`src/rtl/e2c_pkg.sv`:
```
// Shared types, constants and the month-length table for the epoch-to-calendar block.
package e2c_pkg;

	// Datapath operations issued by the controller, one per cycle
	typedef enum logic [3:0] {
		OP_NOP,
		OP_LOAD,
		OP_DIV_STEP,
		OP_START_HOUR,
		OP_START_MIN,
		OP_START_YEAR,
		OP_YEAR_STEP,
		OP_START_MONTH,
		OP_MONTH_STEP,
		OP_OUT_LOAD
	} dp_op_t;

	// Datapath status back to the controller
	typedef struct packed {
		logic year_done;
		logic month_done;
	} dp_status_t;

	// Reciprocal multiply cycles before each remainder step
	localparam logic [4:0] DAY_STEPS  = 5'd1;
	localparam logic [4:0] HOUR_STEPS = 5'd1;
	localparam logic [4:0] MIN_STEPS  = 5'd1;

	// Constant division: the low bits of each numerator pass through and the
	// rest is divided by the odd factor through a rounded-up reciprocal
	localparam logic [25:0] DAY_RECIP  = 26'd50903317;  // 2^35 / 675, rounded up
	localparam logic [25:0] HOUR_RECIP = 26'd9321;      // 2^21 / 225, rounded up
	localparam logic [25:0] MIN_RECIP  = 26'd1093;      // 2^14 / 15, rounded up
	localparam logic [9:0]  DAY_DIV    = 10'd675;       // 86400 / 128
	localparam logic [9:0]  HOUR_DIV   = 10'd225;       // 3600 / 16
	localparam logic [9:0]  MIN_DIV    = 10'd15;        // 60 / 4

	localparam logic [31:0] VALID_THRESHOLD = 32'd1451602800;

	localparam logic [3:0] LAST_MONTH = 4'd11;

	// Days in a month, month index from 0
	function automatic logic [4:0] month_len(input logic [3:0] mon, input logic leap);
		logic [4:0] len;
		unique case (mon)
			4'd1:                     len = leap ? 5'd29 : 5'd28;
			4'd3, 4'd5, 4'd8, 4'd10:  len = 5'd30;
			default:                  len = 5'd31;
		endcase
		return len;
	endfunction

endpackage

```
`src/rtl/epoch_seconds_to_calendar_top.sv`:
```
// Top level of the epoch-seconds to calendar converter.
//
//  Channel  Dir  Handshake          Contents
//  s_*      in   s_tvalid/s_tready  epoch seconds request
//  m_*      out  m_tvalid/m_tready  calendar breakdown, time-valid flag in tuser
//
// One request at a time. A reciprocal multiply first resolves days, hours and minutes;
// then the year walk counts the years after 1970 and the month walk the months before
// its own. The year walk sets the longest requests.
// The result register lets the next request enter while a result waits; a result
// that is not taken stalls only the final handoff. Reset clears the controller
// and the divider phase.
module epoch_seconds_to_calendar_top (
	input  logic        clk,
	input  logic        arst_n,
	input  logic        s_tvalid,
	output logic        s_tready,
	input  logic [31:0] s_tdata,   // [31:0] epoch_seconds
	output logic        m_tvalid,
	input  logic        m_tready,
	// [5:0] sec_of_minute, [11:6] min_of_hour, [16:12] hour_of_day,
	// [32:17] days_since_epoch, [35:33] weekday, [43:36] year_offset,
	// [52:44] day_in_year, [56:53] month_number, [61:57] day_in_month, [63:62] zero
	output logic [63:0] m_tdata,
	output logic        m_tuser    // [0] time_valid
);

	e2c_pkg::dp_op_t     op;
	e2c_pkg::dp_status_t status;

	e2c_ctrl u_ctrl (
		.clk      (clk),
		.arst_n   (arst_n),
		.s_tvalid (s_tvalid),
		.s_tready (s_tready),
		.m_tvalid (m_tvalid),
		.m_tready (m_tready),
		.status   (status),
		.op       (op)
	);

	e2c_dp u_dp (
		.clk           (clk),
		.arst_n        (arst_n),
		.op            (op),
		.epoch_seconds (s_tdata),
		.status        (status),
		.result_data   (m_tdata),
		.result_flag   (m_tuser)
	);

	// A fresh request cannot produce a result in the next cycle
	a_no_early_result: assert property (@(posedge clk) disable iff (!arst_n)
		(s_tvalid && s_tready) |=> !$rose(m_tvalid))
		else $error("result appeared right after a request was taken");

	// Month stays within January..December
	a_month_range: assert property (@(posedge clk) disable iff (!arst_n)
		m_tvalid |-> (m_tdata[56:53] != 4'd0 && m_tdata[56:53] <= 4'd12))
		else $error("month out of range");

	// Day of month and weekday start at one
	a_one_based: assert property (@(posedge clk) disable iff (!arst_n)
		m_tvalid |-> (m_tdata[61:57] != 5'd0 && m_tdata[35:33] != 3'd0))
		else $error("day of month or weekday is zero");

	// A time flagged valid cannot lie in a year before 2015
	a_valid_year: assert property (@(posedge clk) disable iff (!arst_n)
		(m_tvalid && m_tuser) |-> (m_tdata[43:36] >= 8'd45))
		else $error("time flagged valid with an early year");

endmodule

```
`src/rtl/e2c_dp.sv`:
```
// Datapath: reciprocal-multiply constant divider, year and month walkers, result register.
module e2c_dp (
	input  logic                clk,
	input  logic                arst_n,
	input  e2c_pkg::dp_op_t     op,
	input  logic [31:0]         epoch_seconds,
	output e2c_pkg::dp_status_t status,
	output logic [63:0]         result_data,
	output logic                result_flag
);

	typedef enum logic [1:0] {PH_DAY, PH_HOUR, PH_MIN} phase_t;

	// (days + 4) mod 7 + 1, by summing octal digits (8 = 1 mod 7)
	function automatic logic [2:0] weekday_of(input logic [15:0] d);
		logic [17:0] x;
		logic [5:0]  s;
		logic [3:0]  s2;
		logic [3:0]  r;
		x  = {2'b00, d} + 18'd4;
		s  = 6'(x[2:0]) + 6'(x[5:3]) + 6'(x[8:6]) + 6'(x[11:9])
			+ 6'(x[14:12]) + 6'(x[17:15]);
		s2 = {1'b0, s[2:0]} + {1'b0, s[5:3]};
		r  = (s2 >= 4'd7) ? s2 - 4'd7 : s2;
		return r[2:0] + 3'd1;
	endfunction

	phase_t      phase_q;
	logic [31:0] num_q;
	logic [15:0] quot_q;
	logic [15:0] days_q;
	logic [2:0]  wday_q;
	logic [4:0]  hour_q;
	logic [5:0]  min_q;
	logic [5:0]  sec_q;
	logic        valid_q;
	logic [15:0] rem_q;
	logic [7:0]  year_q;
	logic [1:0]  y4_q;
	logic [6:0]  y100_q;
	logic [8:0]  y400_q;
	logic [8:0]  doy_q;
	logic [3:0]  mon_q;
	logic [63:0] res_data_q;
	logic        res_flag_q;

	logic [24:0] mul_a;
	logic [25:0] mul_b;
	logic [9:0]  div_k;
	logic [50:0] prod;
	logic [15:0] quot;
	logic [24:0] back;
	logic [24:0] rem_part;
	logic        leap;
	logic [8:0]  year_len;
	logic [4:0]  mlen;

	// Quotient by reciprocal multiply, remainder by multiplying back
	always_comb begin
		unique case (phase_q)
			PH_DAY: begin
				mul_a = num_q[31:7];
				mul_b = e2c_pkg::DAY_RECIP;
				div_k = e2c_pkg::DAY_DIV;
			end
			PH_HOUR: begin
				mul_a = {12'd0, num_q[16:4]};
				mul_b = e2c_pkg::HOUR_RECIP;
				div_k = e2c_pkg::HOUR_DIV;
			end
			default: begin
				mul_a = {15'd0, num_q[11:2]};
				mul_b = e2c_pkg::MIN_RECIP;
				div_k = e2c_pkg::MIN_DIV;
			end
		endcase
		prod = {26'd0, mul_a} * {25'd0, mul_b};
		unique case (phase_q)
			PH_DAY:  quot = prod[50:35];
			PH_HOUR: quot = {11'd0, prod[25:21]};
			default: quot = {10'd0, prod[19:14]};
		endcase
		back     = {9'd0, quot_q} * {15'd0, div_k};
		rem_part = mul_a - back;
	end

	// Gregorian leap rule from the running residues of the year
	assign leap     = (y4_q == 2'd0) && ((y100_q != 7'd0) || (y400_q == 9'd0));
	assign year_len = leap ? 9'd366 : 9'd365;
	assign mlen     = e2c_pkg::month_len(mon_q, leap);

	assign status.year_done  = rem_q < {7'd0, year_len};
	assign status.month_done = (rem_q < {11'd0, mlen}) || (mon_q == e2c_pkg::LAST_MONTH);

	// Divider phase
	always_ff @(posedge clk or negedge arst_n) begin
		if (!arst_n) begin
			phase_q <= PH_DAY;
		end else begin
			unique case (op)
				e2c_pkg::OP_LOAD:       phase_q <= PH_DAY;
				e2c_pkg::OP_START_HOUR: phase_q <= PH_HOUR;
				e2c_pkg::OP_START_MIN:  phase_q <= PH_MIN;
				default:                phase_q <= phase_q;
			endcase
		end
	end

	// Working registers
	always_ff @(posedge clk) begin
		unique case (op)
			e2c_pkg::OP_LOAD: begin
				num_q   <= epoch_seconds;
				valid_q <= epoch_seconds > e2c_pkg::VALID_THRESHOLD;
			end
			e2c_pkg::OP_DIV_STEP: begin
				quot_q <= quot;
			end
			// Seconds of the day: odd-factor remainder above the 7 passed-through bits
			e2c_pkg::OP_START_HOUR: begin
				days_q <= quot_q;
				wday_q <= weekday_of(quot_q);
				num_q  <= {15'd0, rem_part[9:0], num_q[6:0]};
			end
			e2c_pkg::OP_START_MIN: begin
				hour_q <= quot_q[4:0];
				num_q  <= {20'd0, rem_part[7:0], num_q[3:0]};
			end
			e2c_pkg::OP_START_YEAR: begin
				min_q  <= quot_q[5:0];
				sec_q  <= {rem_part[3:0], num_q[1:0]};
				rem_q  <= days_q;
				year_q <= 8'd0;
				y4_q   <= 2'd2;
				y100_q <= 7'd70;
				y400_q <= 9'd370;
			end
			e2c_pkg::OP_YEAR_STEP: begin
				rem_q  <= rem_q - {7'd0, year_len};
				year_q <= year_q + 8'd1;
				y4_q   <= y4_q + 2'd1;
				y100_q <= (y100_q == 7'd99) ? 7'd0 : y100_q + 7'd1;
				y400_q <= (y400_q == 9'd399) ? 9'd0 : y400_q + 9'd1;
			end
			e2c_pkg::OP_START_MONTH: begin
				doy_q <= rem_q[8:0];
				mon_q <= 4'd0;
			end
			e2c_pkg::OP_MONTH_STEP: begin
				rem_q <= rem_q - {11'd0, mlen};
				mon_q <= mon_q + 4'd1;
			end
			e2c_pkg::OP_OUT_LOAD: begin
				res_data_q <= {2'b00, rem_q[4:0] + 5'd1, mon_q + 4'd1, doy_q, year_q,
					wday_q, days_q, hour_q, min_q, sec_q};
				res_flag_q <= valid_q;
			end
			default: begin
			end
		endcase
	end

	assign result_data = res_data_q;
	assign result_flag = res_flag_q;

endmodule

```
`src/rtl/e2c_ctrl.sv`:
```
// Controller: sequences division, year walk, month walk and the output handoff.
module e2c_ctrl (
	input  logic                clk,
	input  logic                arst_n,
	input  logic                s_tvalid,
	output logic                s_tready,
	output logic                m_tvalid,
	input  logic                m_tready,
	input  e2c_pkg::dp_status_t status,
	output e2c_pkg::dp_op_t     op
);

	typedef enum logic [2:0] {
		ST_IDLE, ST_DAY, ST_HOUR, ST_MIN, ST_YEAR, ST_MONTH, ST_DONE
	} state_t;

	state_t     state_q;
	logic [4:0] cnt_q;
	logic       m_tvalid_q;
	logic       out_free;

	assign out_free = !m_tvalid_q || m_tready;
	assign s_tready = state_q == ST_IDLE;
	assign m_tvalid = m_tvalid_q;

	// Operation for the datapath this cycle
	always_comb begin
		unique case (state_q)
			ST_IDLE:  op = s_tvalid ? e2c_pkg::OP_LOAD : e2c_pkg::OP_NOP;
			ST_DAY:   op = (cnt_q != 5'd0) ? e2c_pkg::OP_DIV_STEP : e2c_pkg::OP_START_HOUR;
			ST_HOUR:  op = (cnt_q != 5'd0) ? e2c_pkg::OP_DIV_STEP : e2c_pkg::OP_START_MIN;
			ST_MIN:   op = (cnt_q != 5'd0) ? e2c_pkg::OP_DIV_STEP : e2c_pkg::OP_START_YEAR;
			ST_YEAR:  op = status.year_done ? e2c_pkg::OP_START_MONTH
				: e2c_pkg::OP_YEAR_STEP;
			ST_MONTH: op = status.month_done ? e2c_pkg::OP_NOP : e2c_pkg::OP_MONTH_STEP;
			ST_DONE:  op = out_free ? e2c_pkg::OP_OUT_LOAD : e2c_pkg::OP_NOP;
			default:  op = e2c_pkg::OP_NOP;
		endcase
	end

	// State, step counter and result valid
	always_ff @(posedge clk or negedge arst_n) begin
		if (!arst_n) begin
			state_q    <= ST_IDLE;
			cnt_q      <= 5'd0;
			m_tvalid_q <= 1'b0;
		end else begin
			if (state_q == ST_DONE && out_free) begin
				m_tvalid_q <= 1'b1;
			end else if (m_tvalid_q && m_tready) begin
				m_tvalid_q <= 1'b0;
			end
			unique case (state_q)
				ST_IDLE: begin
					if (s_tvalid) begin
						state_q <= ST_DAY;
						cnt_q   <= e2c_pkg::DAY_STEPS;
					end
				end
				ST_DAY: begin
					if (cnt_q != 5'd0) begin
						cnt_q <= cnt_q - 5'd1;
					end else begin
						state_q <= ST_HOUR;
						cnt_q   <= e2c_pkg::HOUR_STEPS;
					end
				end
				ST_HOUR: begin
					if (cnt_q != 5'd0) begin
						cnt_q <= cnt_q - 5'd1;
					end else begin
						state_q <= ST_MIN;
						cnt_q   <= e2c_pkg::MIN_STEPS;
					end
				end
				ST_MIN: begin
					if (cnt_q != 5'd0) begin
						cnt_q <= cnt_q - 5'd1;
					end else begin
						state_q <= ST_YEAR;
					end
				end
				ST_YEAR: begin
					if (status.year_done) begin
						state_q <= ST_MONTH;
					end
				end
				ST_MONTH: begin
					if (status.month_done) begin
						state_q <= ST_DONE;
					end
				end
				ST_DONE: begin
					if (out_free) begin
						state_q <= ST_IDLE;
					end
				end
				default: begin
					state_q <= ST_IDLE;
				end
			endcase
		end
	end

endmodule
```
`config.mk`:
```
export PLATFORM = sky130hd
export DESIGN_NAME = epoch_seconds_to_calendar_top
export DESIGN_NICKNAME = d
export VERILOG_FILES = /design/src/rtl/e2c_pkg.sv /design/src/rtl/epoch_seconds_to_calendar_top.sv /design/src/rtl/e2c_dp.sv /design/src/rtl/e2c_ctrl.sv
export SDC_FILE = /design/constraint.sdc
export NUM_CORES = 1
export LEC_CHECK = 0
export BUFFER_PORTS_ARGS = -buffer_cell sky130_fd_sc_hd__buf_2
export CAP_MARGIN = 0
export CORE_MARGIN = 1.5
export CORE_UTILIZATION = 56
export DETAILED_ROUTE_END_ITERATION = 10
export PLACE_DENSITY = 0.76
export SYNTH_ARGS = -nofsm -noshare
export SYNTH_HDL_FRONTEND = slang
export SYNTH_HIERARCHICAL = 1
export SYNTH_SLANG_ARGS = --single-unit
export TNS_END_PERCENT = 10
```
`constraint.sdc`:
```
create_clock -name clk -period 6.9 [get_ports clk]
set_clock_uncertainty 0.1 [all_clocks]
set_input_delay 1.38 -clock clk [delete_from_list [all_inputs] [get_ports clk]]
set_output_delay 1.38 -clock clk [all_outputs]
set_load 0.01 [all_outputs]
```
==> flow_metrics.tcl <==
set metrics [dict create \
    required_ns 7.08 \
    placementRows 76 \
    numPortBuffers 100 \
    yosysSeqAreaShare_pct 25.9 \
    hp-class "reg -> reg" \
    yosysTopAreaCellShare_pct 25.6 \
    synth_area_um2 24600 \
    rsz0062_at_grt "yes" \
    vias 17900 \
    dr.pass1.iters 5 \
    drive_above_1_share_pct 20.2 \
    status "finished, violations left" \
    worst_slew_pin_slew_ns 0.905 \
    grt_max_degree 52 \
    hold_ws_ns 0.318 \
    insertion_delay_ns 0.54 \
    vias_per_cell 5.42 \
    start_util_pct 56.9 \
    die_y_um 213 \
    max_stage_delay_ns 0.56 \
    postRouteAntennaNets 0 \
    crit_fanout 7 \
    core-area_um2 43300 \
    busiest_layer "met2" \
    area_growth_pct 18.7 \
    drt-wirelength-per-cell_um 19.0 \
    critPathCaptureType "flip-flop" \
    synth_most_common_cell "inv_1" \
    dieWidth_um 213 \
    drv_slew 0 \
    cts_buffer_depth 3 \
    dp.cells 3235 \
    fin_ws_ns -0.183 \
    nets 3421 \
    max_clock_freq_mhz 141 \
    holdBufCountCts 0 \
    avgSynthCellArea_um2 10.5 \
    utilization_pct 67.6 \
    diodes 0 \
    drv_cap 0 \
    violations "setup timing" \
    synth-seq-cells 214 \
    cts_root_buf "clkbuf_16" \
    grt_use_met1_pct 35.6 \
    cts.sinks 214 \
    grt_overflow 0 \
    slowest_stage "fa_2" \
    fin_crit_ns 7.08 \
    clk_pin_slew_ns 0.06 \
    cts_tree "yes" \
    grt_usage_pct 28.1 \
    yosys_warnings 6 \
    instances_no_fill 3307 \
    synth_top_area_cell "fa_1" \
    die_area_um2 45300 \
    worstPathArrival_ns 7.27 \
    met2_usage_pct 50.1 \
    boundaryPins 103 \
    routed_wl_um 62900 \
    dpl.hpwl_um 51900 \
    synth_commonest_cells "inv_1, ha_1, fa_1" \
    place_area_um2 27400 \
    hold_violations 0 \
    finalCritPeriodShare_pct 103 \
    grt_antenna_before_repair 1 \
    synth-async-reset-ratio_pct 5.14 \
    synth-main-ff-cell "edfxtp_1" \
    path_class "reg -> reg" \
    setup_violations 10 \
    place.gp.congestion 0.973 \
    cts_buffers 24 \
    slew_headroom_pct 39.4 \
    grt_pass1_vias 18800 \
    grt_pass1_wl_um 97700 \
    drc 0 \
    grt_use_met3_pct 3.57 \
    htree_levels 1 \
    synth_cell_types 81 \
    design_area_um2 29200 \
    start_kind "flip-flop" \
    rrSetupSlack_ns -0.18 \
    synth_edf_count 203 \
    synth.area.top_cells "fa_1, edfxtp_1, ha_1" \
    synthCells 2355 \
    initialDrtViolationCount 1153 \
    final.fill_count 3216 \
]
[worst max-delay path: cells and delay by family, from the launching register on]
family	cells	cell delay, ns
adder cells (fa/ha/maj)	8	3.57
flip-flops	1	0.46
AND/OR/NAND/NOR	5	0.62
buffers and inverters	9	0.75
AO/OA/AOI/OAI	6	1.30
[layout make-up]
class | instances | area [µm²] | area share (%)
Clock buffer | 29 | 639 | 2.19
Sequential cell | 214 | 6370 | 21.8
Timing Repair Buffer | 323 | 2330 | 7.98
Multi-Input combinational cell | 1553 | 16800 | 57.5
Inverter | 590 | 2230 | 7.62
Tap cell | 585 | 732 | 2.50
Clock inverter | 13 | 105 | 0.360
[logic make-up after synthesis]
logic type | after synthesis | synth area share, %
AOI/OAI and AO/OA | 287 | 7.69
xor gates and xnor gates | 91 | 3.24
adders and majority gates | 679 | 44.1
buffers and inverters | 635 | 9.72
DFF | 214 | 25.9
muxes | 17 | 0.737
other | 2 | 0.0305
and+or+nand+nor | 430 | 8.63
[per-layer routing]
| layer | wire length, µm | vias up |
|---|---|---|
| met5 | 0 | - |
| li1 | - | 8292 |
| met3 | 3840 | 113 |
| met2 | 31500 | 570 |
| met1 | 25100 | 8963 |
| met4 | 2370 | 0 |
[flip-flops by register name (all words and copies together), names as in the netlist, 5 cells and up]
| register | count |
|---|---|
| u_dp/min_q | 6 |
| u_dp/quot_q | 16 |
| u_ctrl/cnt_q | 5 |
| u_dp/sec_q | 6 |
| u_dp/rem_q | 16 |
| u_dp/result_data | 62 |
| u_dp/y400_q | 9 |
| u_dp/num_q | 32 |
| u_dp/doy_q | 9 |
| u_dp/days_q | 16 |
| u_dp/year_q | 8 |
| u_dp/hour_q | 5 |
| u_dp/y100_q | 7 |
[cell usage in the layout (no fill, tap or decap), types with 7 or more instances in the layout]
cell type,n
o21a_1,7
xnor2_1,52
nand4_1,10
conb_1,49
nand2_1,113
ha_1,338
nor2b_1,12
inv_2,34
ha_4,22
o21bai_1,8
fa_2,16
nor2_1,92
buf_2,100
nor3_1,19
mux2i_1,10
a31oi_1,7
a21o_1,37
a221o_1,13
clkbuf_16,26
nand2b_1,14
inv_1,551
a22oi_1,11
fa_1,299
a21oi_1,63
o21ai_0,44
edfxtp_1,203
xor2_1,37
o21ai_2,8
dfrtp_1,9
nor4_1,7
nand3_1,31
buf_4,204
buf_6,9
and2_1,15
a21oi_2,13
o21ai_1,16
nand2_2,12
or3_1,14
and3_1,31
[stage by stage]
stage / setup TNS (ns) / worst slack (ns)
after floorplan: -0.0143 / -0.00855
after global placement: -1.94 / -0.196
after detailed placement: -3.40 / -0.286
after CTS: -1.74 / -0.212
after global routing: -3.81 / -0.391
final: -0.825 / -0.183
[path summary, 6_finish.rpt]
path | cells after the start | endpoint | start
max reg2reg | 28 | u_dp/quot_q[1] | u_dp/phase_q[0]
max in group asynchronous | 1 | u_dp/phase_q[0] | arst_n
min | 0 | u_dp/result_data[4] | u_dp/sec_q[4]
max | 28 | u_dp/quot_q[1] | u_dp/phase_q[0]
min in group asynchronous | 1 | u_ctrl/cnt_q[3] | arst_n
min reg2reg | 0 | u_dp/result_data[4] | u_dp/sec_q[4]
[timing repair]
item | in CTS | in global routing
setup endpoints to repair | 16 | 26
gates cloned | 1 | 2
setup buffers | 10 | 19
pin swaps | 24 | 120
gates resized for setup | 44 | 146
Power is not shown: default switching activity piles up to over one toggle a cycle in this logic, so the estimate is an artifact.
